$ cat src/hdl/hsv2rgb_pkg.sv
package hsv2rgb_pkg;

    // load strobes for the two register stages held by one submodule
    typedef struct packed {
        logic load_a;
        logic load_b;
    } t_stage_en;

    // hue is offset by six full turns so the reduction works on unsigned values
    localparam logic [16:0] HUE_OFFSET = 17'd34560;
    localparam logic [16:0] HUE_SECTOR = 17'd960;

    // reciprocal of 15 for the coarse sector quotient, exact below 1052
    localparam logic [11:0] RECIP_15_COARSE = 12'd2185;
    localparam int          RECIP_15_COARSE_SHIFT = 15;
    // reciprocal of 6 for the sector index, exact below 128
    localparam logic [5:0]  RECIP_6 = 6'd43;
    localparam int          RECIP_6_SHIFT = 8;
    // floor(2^24 / 15), low by at most one after the shift
    localparam int          RECIP_15_FINE_SHIFT = 24;
    localparam logic [20:0] RECIP_15_FINE = 21'd1118481;

    localparam int OUT_W = 13;

    // sector codes, 60 degrees each
    localparam logic [2:0] SEC_RY = 3'd0;
    localparam logic [2:0] SEC_YG = 3'd1;
    localparam logic [2:0] SEC_GC = 3'd2;
    localparam logic [2:0] SEC_CB = 3'd3;
    localparam logic [2:0] SEC_BM = 3'd4;
    localparam logic [2:0] SEC_MR = 3'd5;

endpackage

$ cat src/hdl/hsv2rgb_hue.sv
module hsv2rgb_hue
    import hsv2rgb_pkg::*;
#(
    parameter int FRAC_BITS = 12
) (
    input  logic                 i_clk,
    input  t_stage_en            i_en,
    input  logic [15:0]          i_hue,
    input  logic [15:0]          i_saturation,
    input  logic [15:0]          i_brightness,
    output logic [9:0]           o_rem,
    output logic [2:0]           o_sector,
    output logic                 o_grey,
    output logic [FRAC_BITS:0]   o_sat,
    output logic [FRAC_BITS:0]   o_bri
);

    localparam int EW = FRAC_BITS + 17;
    localparam logic [EW-1:0] ONE_W = EW'(1) << FRAC_BITS;

    logic [16:0]        n_u, r_u;
    logic [22:0]        w_qprod;
    logic [6:0]         n_qd, r_qd;
    logic [FRAC_BITS:0] n_sat, n_bri, r_sat, r_bri;
    logic [EW-1:0]      w_sat_ext, w_bri_ext;
    logic [16:0]        w_rem_full;
    logic [12:0]        w_sprod;
    logic [4:0]         w_qs;
    logic [6:0]         w_sec_full;

    // stage a: unsigned hue, coarse quotient by 960, clamps
    always_comb begin
        n_u       = {i_hue[15], i_hue} + HUE_OFFSET;
        w_qprod   = 23'(n_u[16:6]) * 23'(RECIP_15_COARSE);
        n_qd      = w_qprod[RECIP_15_COARSE_SHIFT +: 7];
        w_sat_ext = {{(FRAC_BITS + 1){1'b0}}, i_saturation};
        w_bri_ext = {{(FRAC_BITS + 1){1'b0}}, i_brightness};
        if (i_saturation[15]) begin
            n_sat = '0;
        end else if (w_sat_ext > ONE_W) begin
            n_sat = ONE_W[FRAC_BITS:0];
        end else begin
            n_sat = w_sat_ext[FRAC_BITS:0];
        end
        if (i_brightness[15]) begin
            n_bri = '0;
        end else if (w_bri_ext > ONE_W) begin
            n_bri = ONE_W[FRAC_BITS:0];
        end else begin
            n_bri = w_bri_ext[FRAC_BITS:0];
        end
    end

    always_ff @(posedge i_clk) begin
        if (i_en.load_a) begin
            r_u   <= n_u;
            r_qd  <= n_qd;
            r_sat <= n_sat;
            r_bri <= n_bri;
        end
    end

    // stage b: remainder within the sector and sector index
    always_comb begin
        w_rem_full = r_u - 17'(r_qd) * HUE_SECTOR;
        w_sprod    = 13'(r_qd) * 13'(RECIP_6);
        w_qs       = w_sprod[RECIP_6_SHIFT +: 5];
        w_sec_full = r_qd - 7'(w_qs) * 7'd6;
    end

    always_ff @(posedge i_clk) begin
        if (i_en.load_b) begin
            o_rem    <= w_rem_full[9:0];
            o_sector <= w_sec_full[2:0];
            o_grey   <= (r_sat == '0);
            o_sat    <= r_sat;
            o_bri    <= r_bri;
        end
    end

endmodule

$ cat src/hdl/hsv2rgb_frac.sv
module hsv2rgb_frac
    import hsv2rgb_pkg::*;
#(
    parameter int FRAC_BITS = 12
) (
    input  logic                 i_clk,
    input  t_stage_en            i_en,
    input  logic [9:0]           i_rem,
    input  logic [2:0]           i_sector,
    input  logic                 i_grey,
    input  logic [FRAC_BITS:0]   i_sat,
    input  logic [FRAC_BITS:0]   i_bri,
    output logic [FRAC_BITS-1:0] o_frac,
    output logic [FRAC_BITS:0]   o_p,
    output logic [2:0]           o_sector,
    output logic                 o_grey,
    output logic [FRAC_BITS:0]   o_sat,
    output logic [FRAC_BITS:0]   o_bri
);

    localparam int YW = FRAC_BITS + 4;
    localparam int PW = YW + 21;
    localparam int MW = 2 * FRAC_BITS + 2;
    localparam logic [FRAC_BITS:0] ONE = (FRAC_BITS + 1)'(1) << FRAC_BITS;

    logic [YW-1:0]        w_y, r_y;
    logic [PW-1:0]        w_fprod;
    logic [FRAC_BITS-1:0] r_f0;
    logic [MW-1:0]        w_pprod;
    logic [FRAC_BITS:0]   r_p, r_sat, r_bri;
    logic [2:0]           r_sector;
    logic                 r_grey;
    logic [YW-1:0]        w_resid;

    // stage c: rem * 2^frac / 960 as (rem << (frac - 6)) / 15, and p
    always_comb begin
        w_y     = {i_rem, {(FRAC_BITS - 6){1'b0}}};
        w_fprod = PW'(w_y) * PW'(RECIP_15_FINE);
        w_pprod = MW'(i_bri) * MW'(ONE - i_sat);
    end

    always_ff @(posedge i_clk) begin
        if (i_en.load_a) begin
            r_y      <= w_y;
            r_f0     <= w_fprod[RECIP_15_FINE_SHIFT +: FRAC_BITS];
            r_p      <= w_pprod[FRAC_BITS +: (FRAC_BITS + 1)];
            r_sector <= i_sector;
            r_grey   <= i_grey;
            r_sat    <= i_sat;
            r_bri    <= i_bri;
        end
    end

    // stage d: the reciprocal estimate is low by at most one
    assign w_resid = r_y - ((YW'(r_f0) << 4) - YW'(r_f0));

    always_ff @(posedge i_clk) begin
        if (i_en.load_b) begin
            o_frac   <= r_f0 + FRAC_BITS'(w_resid >= YW'(15));
            o_p      <= r_p;
            o_sector <= r_sector;
            o_grey   <= r_grey;
            o_sat    <= r_sat;
            o_bri    <= r_bri;
        end
    end

endmodule

$ cat src/hdl/hsv2rgb_mix.sv
module hsv2rgb_mix
    import hsv2rgb_pkg::*;
#(
    parameter int FRAC_BITS = 12
) (
    input  logic                 i_clk,
    input  t_stage_en            i_en,
    input  logic [FRAC_BITS-1:0] i_frac,
    input  logic [FRAC_BITS:0]   i_p,
    input  logic [2:0]           i_sector,
    input  logic                 i_grey,
    input  logic [FRAC_BITS:0]   i_sat,
    input  logic [FRAC_BITS:0]   i_bri,
    output logic [FRAC_BITS:0]   o_q,
    output logic [FRAC_BITS:0]   o_t,
    output logic [FRAC_BITS:0]   o_p,
    output logic [FRAC_BITS:0]   o_bri,
    output logic [2:0]           o_sector,
    output logic                 o_grey
);

    localparam int MW = 2 * FRAC_BITS + 2;
    localparam logic [FRAC_BITS:0] ONE = (FRAC_BITS + 1)'(1) << FRAC_BITS;

    logic [MW-1:0]      w_sf_prod, w_sg_prod, w_q_prod, w_t_prod;
    logic [FRAC_BITS:0] r_sf, r_sg, r_p, r_bri;
    logic [2:0]         r_sector;
    logic               r_grey;

    // stage e: s*f and s*(1-f)
    always_comb begin
        w_sf_prod = MW'(i_sat) * MW'(i_frac);
        w_sg_prod = MW'(i_sat) * MW'(ONE - (FRAC_BITS + 1)'(i_frac));
    end

    always_ff @(posedge i_clk) begin
        if (i_en.load_a) begin
            r_sf     <= w_sf_prod[FRAC_BITS +: (FRAC_BITS + 1)];
            r_sg     <= w_sg_prod[FRAC_BITS +: (FRAC_BITS + 1)];
            r_p      <= i_p;
            r_bri    <= i_bri;
            r_sector <= i_sector;
            r_grey   <= i_grey;
        end
    end

    // stage f: q and t, both scaled by v
    always_comb begin
        w_q_prod = MW'(r_bri) * MW'(ONE - r_sf);
        w_t_prod = MW'(r_bri) * MW'(ONE - r_sg);
    end

    always_ff @(posedge i_clk) begin
        if (i_en.load_b) begin
            o_q      <= w_q_prod[FRAC_BITS +: (FRAC_BITS + 1)];
            o_t      <= w_t_prod[FRAC_BITS +: (FRAC_BITS + 1)];
            o_p      <= r_p;
            o_bri    <= r_bri;
            o_sector <= r_sector;
            o_grey   <= r_grey;
        end
    end

endmodule

$ cat src/hdl/hsv_to_rgb_converter_top.sv
// hsv to rgb converter: one hsv colour per transaction in, one rgb colour per
// transaction out, no state between colours. hue is a signed angle in 1/16
// degree and wraps modulo 360 degrees; saturation and brightness are clamped
// to 0..1.0 (FRAC_BITS fraction bits). outputs are truncated and kept to
// 13 bits. the datapath is a seven stage pipeline: hue reduction (2 stages),
// fraction and p (2 stages), the s*f / v*(1-x) multiplier pairs (2 stages)
// and the sector select into the output register. one colour is accepted
// every clock while the output is not stalled. every stage has its own valid
// bit and loads when it is empty or the stage after it moves, so bubbles
// close up and a stalled output only holds the stages that are actually full
// behind it.
module hsv_to_rgb_converter_top
    import hsv2rgb_pkg::*;
#(
    parameter int FRAC_BITS = 12
) (
    input  logic        i_clk,
    input  logic        i_rst_n,
    // slave side
    input  logic        i_s_axis_tvalid,
    output logic        o_s_axis_tready,
    // [15:0] hue, [31:16] saturation, [47:32] brightness
    input  logic [47:0] i_s_axis_tdata,
    // master side
    output logic        o_m_axis_tvalid,
    input  logic        i_m_axis_tready,
    // [12:0] red, [25:13] green, [38:26] blue, [39] zero
    output logic [39:0] o_m_axis_tdata
);

    localparam int NS = 7;
    localparam int VW = FRAC_BITS + 1;
    localparam logic [VW-1:0] ONE = VW'(1) << FRAC_BITS;

    // pipeline control
    logic [NS-1:0] r_vld, n_vld, w_rdy;

    always_comb begin
        w_rdy[NS-1] = ~r_vld[NS-1] | i_m_axis_tready;
        for (int k = NS - 2; k >= 0; k--) begin
            w_rdy[k] = ~r_vld[k] | w_rdy[k+1];
        end
        n_vld = r_vld;
        if (w_rdy[0]) begin
            n_vld[0] = i_s_axis_tvalid;
        end
        for (int k = 1; k < NS; k++) begin
            if (w_rdy[k]) begin
                n_vld[k] = r_vld[k-1];
            end
        end
    end

    always_ff @(posedge i_clk) begin
        if (!i_rst_n) begin
            r_vld <= '0;
        end else begin
            r_vld <= n_vld;
        end
    end

    assign o_s_axis_tready = w_rdy[0];
    assign o_m_axis_tvalid = r_vld[NS-1];

    t_stage_en w_en_hue, w_en_frac, w_en_mix;

    assign w_en_hue  = '{load_a: w_rdy[0], load_b: w_rdy[1]};
    assign w_en_frac = '{load_a: w_rdy[2], load_b: w_rdy[3]};
    assign w_en_mix  = '{load_a: w_rdy[4], load_b: w_rdy[5]};

    // hue reduction and clamps
    logic [9:0]    w_rem;
    logic [2:0]    w_sec_h, w_sec_f, w_sec_m;
    logic          w_grey_h, w_grey_f, w_grey_m;
    logic [VW-1:0] w_sat_h, w_bri_h, w_sat_f, w_bri_f, w_bri_m;
    logic [FRAC_BITS-1:0] w_frac;
    logic [VW-1:0] w_p_f, w_p_m, w_q, w_t;

    hsv2rgb_hue #(.FRAC_BITS(FRAC_BITS)) u_hue (
        .i_clk        (i_clk),
        .i_en         (w_en_hue),
        .i_hue        (i_s_axis_tdata[15:0]),
        .i_saturation (i_s_axis_tdata[31:16]),
        .i_brightness (i_s_axis_tdata[47:32]),
        .o_rem        (w_rem),
        .o_sector     (w_sec_h),
        .o_grey       (w_grey_h),
        .o_sat        (w_sat_h),
        .o_bri        (w_bri_h)
    );

    // fractional position in the sector, and p
    hsv2rgb_frac #(.FRAC_BITS(FRAC_BITS)) u_frac (
        .i_clk    (i_clk),
        .i_en     (w_en_frac),
        .i_rem    (w_rem),
        .i_sector (w_sec_h),
        .i_grey   (w_grey_h),
        .i_sat    (w_sat_h),
        .i_bri    (w_bri_h),
        .o_frac   (w_frac),
        .o_p      (w_p_f),
        .o_sector (w_sec_f),
        .o_grey   (w_grey_f),
        .o_sat    (w_sat_f),
        .o_bri    (w_bri_f)
    );

    // q and t
    hsv2rgb_mix #(.FRAC_BITS(FRAC_BITS)) u_mix (
        .i_clk    (i_clk),
        .i_en     (w_en_mix),
        .i_frac   (w_frac),
        .i_p      (w_p_f),
        .i_sector (w_sec_f),
        .i_grey   (w_grey_f),
        .i_sat    (w_sat_f),
        .i_bri    (w_bri_f),
        .o_q      (w_q),
        .o_t      (w_t),
        .o_p      (w_p_m),
        .o_bri    (w_bri_m),
        .o_sector (w_sec_m),
        .o_grey   (w_grey_m)
    );

    // sector select into the output register
    logic [VW-1:0]      w_r, w_g, w_b;
    logic [VW+OUT_W-1:0] w_r_ext, w_g_ext, w_b_ext;
    logic [OUT_W-1:0]   r_red, r_green, r_blue;

    always_comb begin
        if (w_grey_m) begin
            w_r = w_bri_m;
            w_g = w_bri_m;
            w_b = w_bri_m;
        end else begin
            case (w_sec_m)
                SEC_RY: begin
                    w_r = w_bri_m; w_g = w_t;     w_b = w_p_m;
                end
                SEC_YG: begin
                    w_r = w_q;     w_g = w_bri_m; w_b = w_p_m;
                end
                SEC_GC: begin
                    w_r = w_p_m;   w_g = w_bri_m; w_b = w_t;
                end
                SEC_CB: begin
                    w_r = w_p_m;   w_g = w_q;     w_b = w_bri_m;
                end
                SEC_BM: begin
                    w_r = w_t;     w_g = w_p_m;   w_b = w_bri_m;
                end
                default: begin
                    w_r = w_bri_m; w_g = w_p_m;   w_b = w_q;
                end
            endcase
        end
        // zero-extend then keep the low output bits, for any fraction width
        w_r_ext = {{OUT_W{1'b0}}, w_r};
        w_g_ext = {{OUT_W{1'b0}}, w_g};
        w_b_ext = {{OUT_W{1'b0}}, w_b};
    end

    always_ff @(posedge i_clk) begin
        if (w_rdy[NS-1]) begin
            r_red   <= w_r_ext[OUT_W-1:0];
            r_green <= w_g_ext[OUT_W-1:0];
            r_blue  <= w_b_ext[OUT_W-1:0];
        end
    end

    assign o_m_axis_tdata = {1'b0, r_blue, r_green, r_red};

`ifndef NO_ASSERTIONS
    // sector index reaching the sector select never exceeds five
    a_sector_range: assert property (@(posedge i_clk) disable iff (!i_rst_n)
        r_vld[5] |-> (w_sec_m <= SEC_MR))
        else $error("sector index out of range");

    // with a fraction width that fits, no channel exceeds 1.0
    a_channel_range: assert property (@(posedge i_clk) disable iff (!i_rst_n)
        (o_m_axis_tvalid && (FRAC_BITS <= 12)) |->
        ((r_red <= OUT_W'(ONE)) && (r_green <= OUT_W'(ONE)) && (r_blue <= OUT_W'(ONE))))
        else $error("colour channel above full scale");

    // a full pipeline behind a stalled output takes no new colour
    a_full_stall: assert property (@(posedge i_clk) disable iff (!i_rst_n)
        ((&r_vld) && !i_m_axis_tready) |-> !o_s_axis_tready)
        else $error("input accepted while pipeline is full and stalled");

    // a colour accepted into an empty pipeline sits in the first stage next cycle
    a_latency: assert property (@(posedge i_clk) disable iff (!i_rst_n)
        (i_s_axis_tvalid && o_s_axis_tready && (r_vld == '0) && i_m_axis_tready)
        |-> ##1 r_vld[0])
        else $error("accepted colour not captured in first stage");
`endif

endmodule
$ cat config.mk
export PLATFORM = sky130hd
export DESIGN_NAME = hsv_to_rgb_converter_top
export DESIGN_NICKNAME = d
export VERILOG_FILES = /design/src/hdl/hsv2rgb_pkg.sv /design/src/hdl/hsv2rgb_hue.sv /design/src/hdl/hsv2rgb_frac.sv /design/src/hdl/hsv2rgb_mix.sv /design/src/hdl/hsv_to_rgb_converter_top.sv
export SDC_FILE = /design/constraint.sdc
export NUM_CORES = 2
export LEC_CHECK = 0
export BUFFER_PORTS_ARGS = -buffer_cell sky130_fd_sc_hd__buf_2
export CORE_ASPECT_RATIO = 1.25
export CORE_MARGIN = 3
export CORE_UTILIZATION = 30
export DETAILED_ROUTE_END_ITERATION = 8
export RECOVER_POWER = 100
export SKIP_CTS_REPAIR_TIMING = 1
export SYNTH_ARGS = -nofsm -noshare
export SYNTH_HDL_FRONTEND = slang
export SYNTH_SLANG_ARGS = --single-unit
$ cat constraint.sdc
create_clock -name i_clk -period 8.4 [get_ports i_clk]
set_input_delay 1.26 -clock i_clk [delete_from_list [all_inputs] [get_ports i_clk]]
set_output_delay 1.26 -clock i_clk [all_outputs]
set_load 0.01 [all_outputs]
==> flow_summary.json <==
{
  "switching_power_uw": 4351,
  "clock-sinks": 361,
  "syn2layout_area_growth_pct": 8.997,
  "grt_pass1_vias": 32150,
  "synth_seq_area_share_pct": 23.96,
  "netlist_area_um2": 44950,
  "fin_skew_ns": 0.02469,
  "crit_buf_inv": 4,
  "dp_hpwl_mm": 78.30,
  "final_area_um2": 48990,
  "fp.dieH_um": 438.8,
  "clockBufferDepth": 3,
  "power_per_cell_area_nw_per_um2": 207.1,
  "grt_overflow_total": 0,
  "start_util_pct": 30.23,
  "drtIter0Drc": 1128,
  "period_minus_slack_ns": 7.742,
  "layout-drive-gt1-share_pct": 4.088,
  "finalSetupViolCount": 0,
  "drt_wl_total_mm": 96.59,
  "max_stage_delay_ns": 0.86,
  "nFillCells": 15290,
  "hold_violations": 0,
  "cap_violations": 11,
  "num_rows": 158,
  "sw_frac_of_total_pct": 42.89,
  "ys_types": 75,
  "syn_inst": 4433,
  "routedWlPerCell_um": 14.86,
  "synth.avg_cell_area_um2": 10.14,
  "clock_latency_ns": 0.57,
  "path_class": "reg -> reg",
  "rsz0062_at_grt": "false",
  "required_ns": 8.72,
  "cp_max_fo": 14,
  "grt_pass1_wl_mm": 164.2,
  "synthFlopType": "edfxtp_1",
  "p_clk_share_pct": 17.4,
  "status": "finished, violations left",
  "path_common_cell": "fa_1",
  "combPwrFrac_pct": 52.7,
  "period_share_pct": 92.17,
  "grt_max_degree": 66,
  "cp_data_arrival_time_ns": 8.06,
  "die_area_um2": 154500,
  "htreeDepth": 2,
  "nets": 5638,
  "io_buffers": 92,
  "seqPwrFrac_pct": 29.9,
  "fmax_ghz": 0.1292,
  "p_int_uw": 5794,
  "dr.pass1.iters": 6,
  "ys_ff_latch": 361,
  "critPathTopFamily": "adder cells",
  "fin_setup_tns_ns": 0,
  "grt_busiest_layer": "met2",
  "placed_cell_area_um2": 47830,
  "cpMaxStageDelayCell": "xnor2_1",
  "gr-usage-met2_pct": 24.61,
  "die_x_um": 352.2,
  "io_pins": 94,
  "ant_nets": 0,
  "gp_congestion": 0.8532,
  "tightest_slew_ns": 3.735,
  "startpoint_type": "flop",
  "cts_tree": "done",
  "diodes": 0,
  "grt_antenna_before_repair": 2,
  "drc": 0,
  "vias_per_cell": 4.483,
  "violations": "capacitance limit, slew limit",
  "yosys_warnings": 0,
  "peakVddDrop_mv": 0.1562,
  "path_cells": "inv_1 > nand3_1 > or3_1 > nor2_1 > xnor2_1 > nand2_1 > fa_1 > fa_1 > fa_1 > inv_1 > fa_1 > inv_1 > fa_1 > inv_1 > ha_1 > a21oi_1 > o21ai_0 > a21oi_1 > a211oi_2 > o41a_1 > and4_4 > a2111oi_4 > o21ai_0 > xnor2_1",
  "relSlewSlack_pct": -149.0,
  "core_um2": 148700,
  "track_usage_pct": 12.92,
  "slew_violations": 476,
  "root_buffer": "clkbuf_16",
  "hold_path_class": "reg -> reg",
  "critPathCaptureType": "flop",
  "grt_use_met3_pct": 1.117,
  "vias": 29140,
  "cts_made_buffers": 41,
  "async_reset_ff_share_pct": 0,
  "clkTransAtPathRegs_ns": 0.06,
  "synth_nets": 5599,
  "synth_edf_count": 354,
  "p_leak_uw": 0.02367,
  "met1_usage_pct": 15.16
}
==> state kept, by name, summed over array words and instances (netlist names), 13 cells and up <==
signal,cells
r_blue,13
r_green,13
r_red,13
u_frac.o_bri,13
u_frac.o_p,13
u_frac.o_sat,13
u_frac.r_bri,13
u_frac.r_p,13
u_frac.r_sat,13
u_hue.o_bri,13
u_hue.o_sat,13
u_hue.r_bri,13
u_hue.r_sat,13
u_mix.o_bri,13
u_mix.o_p,13
u_mix.o_q,13
u_mix.o_t,13
u_mix.r_bri,13
u_mix.r_p,13
u_mix.r_sf,13
u_mix.r_sg,13
==> placed cells by master (no fill, tap or decap), drive strengths merged, types with 4 or more instances in the layout <==
cell and instances:
a211oi 5, a21o 13, a21oi 96, a22oi 13, a31oi 8, and2 390, and3 16, buf 102
bufinv 4, clkbuf 113, clkinv 19, clkinvlp 4, dfxtp 7, edfxtp 354, fa 737, ha 377
inv 1038, mux2i 53, nand2 537, nand2b 15, nand3 21, nand4 22, nor2 106, nor2b 17
nor3 33, nor3b 8, nor4 19, o211ai 4, o21a 14, o21ai 55, o21bai 10, o22a 26
o31ai 4, or2 4, or3 8, or4 4, xnor2 144, xor2 56
==> area by class of cell <==
class	instances	area [um2]	area share, %
clock buffer	46	1045	2.133
clock inverter	26	291.5	0.5951
inverter	1039	3900	7.961
multi-input combinational	2860	29580	60.38
sequential	361	10770	21.98
tap	2000	2502	5.108
timing repair buffer	169	899.6	1.836
==> path summary, 6_finish.rpt <==
check | depth (start not counted) | endpoint | start | slack, ns
worst max-delay path | 24 | u_mix.o_t[12]$_DFFE_PP_ | u_mix.r_sg[0]$_DFFE_PP_ | 0.66
worst min-delay path | 0 | u_hue.o_bri[12]$_DFFE_PP_ | u_hue.r_bri[12]$_SDFFCE_PP0P_ | 0.41
worst max register to register | 24 | u_mix.o_t[12]$_DFFE_PP_ | u_mix.r_sg[0]$_DFFE_PP_ | 0.66
worst min register to register | 0 | u_hue.o_bri[12]$_DFFE_PP_ | u_hue.r_bri[12]$_SDFFCE_PP0P_ | 0.41
==> cell families after synthesis <==
kind of cell             after synthesis  synth area share, %
adder cells (fa/ha/maj)             1114                43.32
buffers and inverters               1212                10.17
AND/OR/NAND/NOR                     1211                13.24
AO/OA/AOI/OAI                        280                4.165
multiplexers                          54                1.230
flip-flops                           361                23.96
XOR/XNOR                             200                3.897
other                                  1             0.008343
==> per-stage QoR <==
stage / setup slack [ns] / std cells / total power (uW) / util (%) / hold slack (ns)
2_1_floorplan: 1.404 / 4433 / 6824 / - / 0.4003
3_3_place_gp: 1.013 / 6429 / 8310 / 32.18 / 0.4013
3_5_place_dp: 0.8180 / 6429 / 8459 / 32.18 / 0.4045
4_1_cts: 0.8120 / 6501 / 10280 / 33.07 / 0.4076
5_1_grt: 0.1897 / 6501 / 11070 / 32.95 / 0.4208
6_report: 0.6581 / 6501 / 10140 / 32.95 / 0.4087
==> power by group through the flow <==
stage	combinational, uW	clock [uW]	sequential (uW)
2_1_floorplan	4000	0	2820
3_3_place_gp	5250	0	3060
3_5_place_dp	5390	0	3070
4_1_cts	5420	1830	3030
5_1_grt	6080	1900	3090
6_report	5340	1770	3030
==> synthesized netlist by cell type, types with 10 or more instances <==
| cell | n | area (um2) |
|---|---|---|
| a21o_1 | 13 | 97.59 |
| a21oi_1 | 94 | 470.5 |
| a22oi_1 | 13 | 97.59 |
| and2_1 | 390 | 2440 |
| and3_1 | 16 | 100.1 |
| buf_1 | 10 | 37.54 |
| clkbuf_1 | 157 | 589.3 |
| edfxtp_1 | 354 | 10630 |
| fa_1 | 737 | 14750 |
| ha_1 | 377 | 4717 |
| inv_1 | 1039 | 3900 |
| mux2i_1 | 53 | 530.5 |
| nand2_1 | 537 | 2016 |
| nand2b_1 | 15 | 93.84 |
| nand3_1 | 21 | 105.1 |
| nand4_1 | 21 | 131.4 |
| nor2_1 | 106 | 397.9 |
| nor2b_1 | 17 | 106.4 |
| nor3_1 | 33 | 165.2 |
| nor4_1 | 18 | 112.6 |
| o21a_1 | 14 | 105.1 |
| o21ai_0 | 49 | 245.2 |
| o21bai_1 | 10 | 75.07 |
| o22a_1 | 26 | 227.7 |
| xnor2_1 | 144 | 1261 |
| xor2_1 | 56 | 490.5 |
==> metal layers <==
layer / vias to the layer above / wire [um]
met5: - / 0
met4: 0 / 3391
met3: 177 / 3069
met2: 537 / 50800
met1: 14800 / 39330
li1: 13630 / -
(Power assumes the default switching activity.)
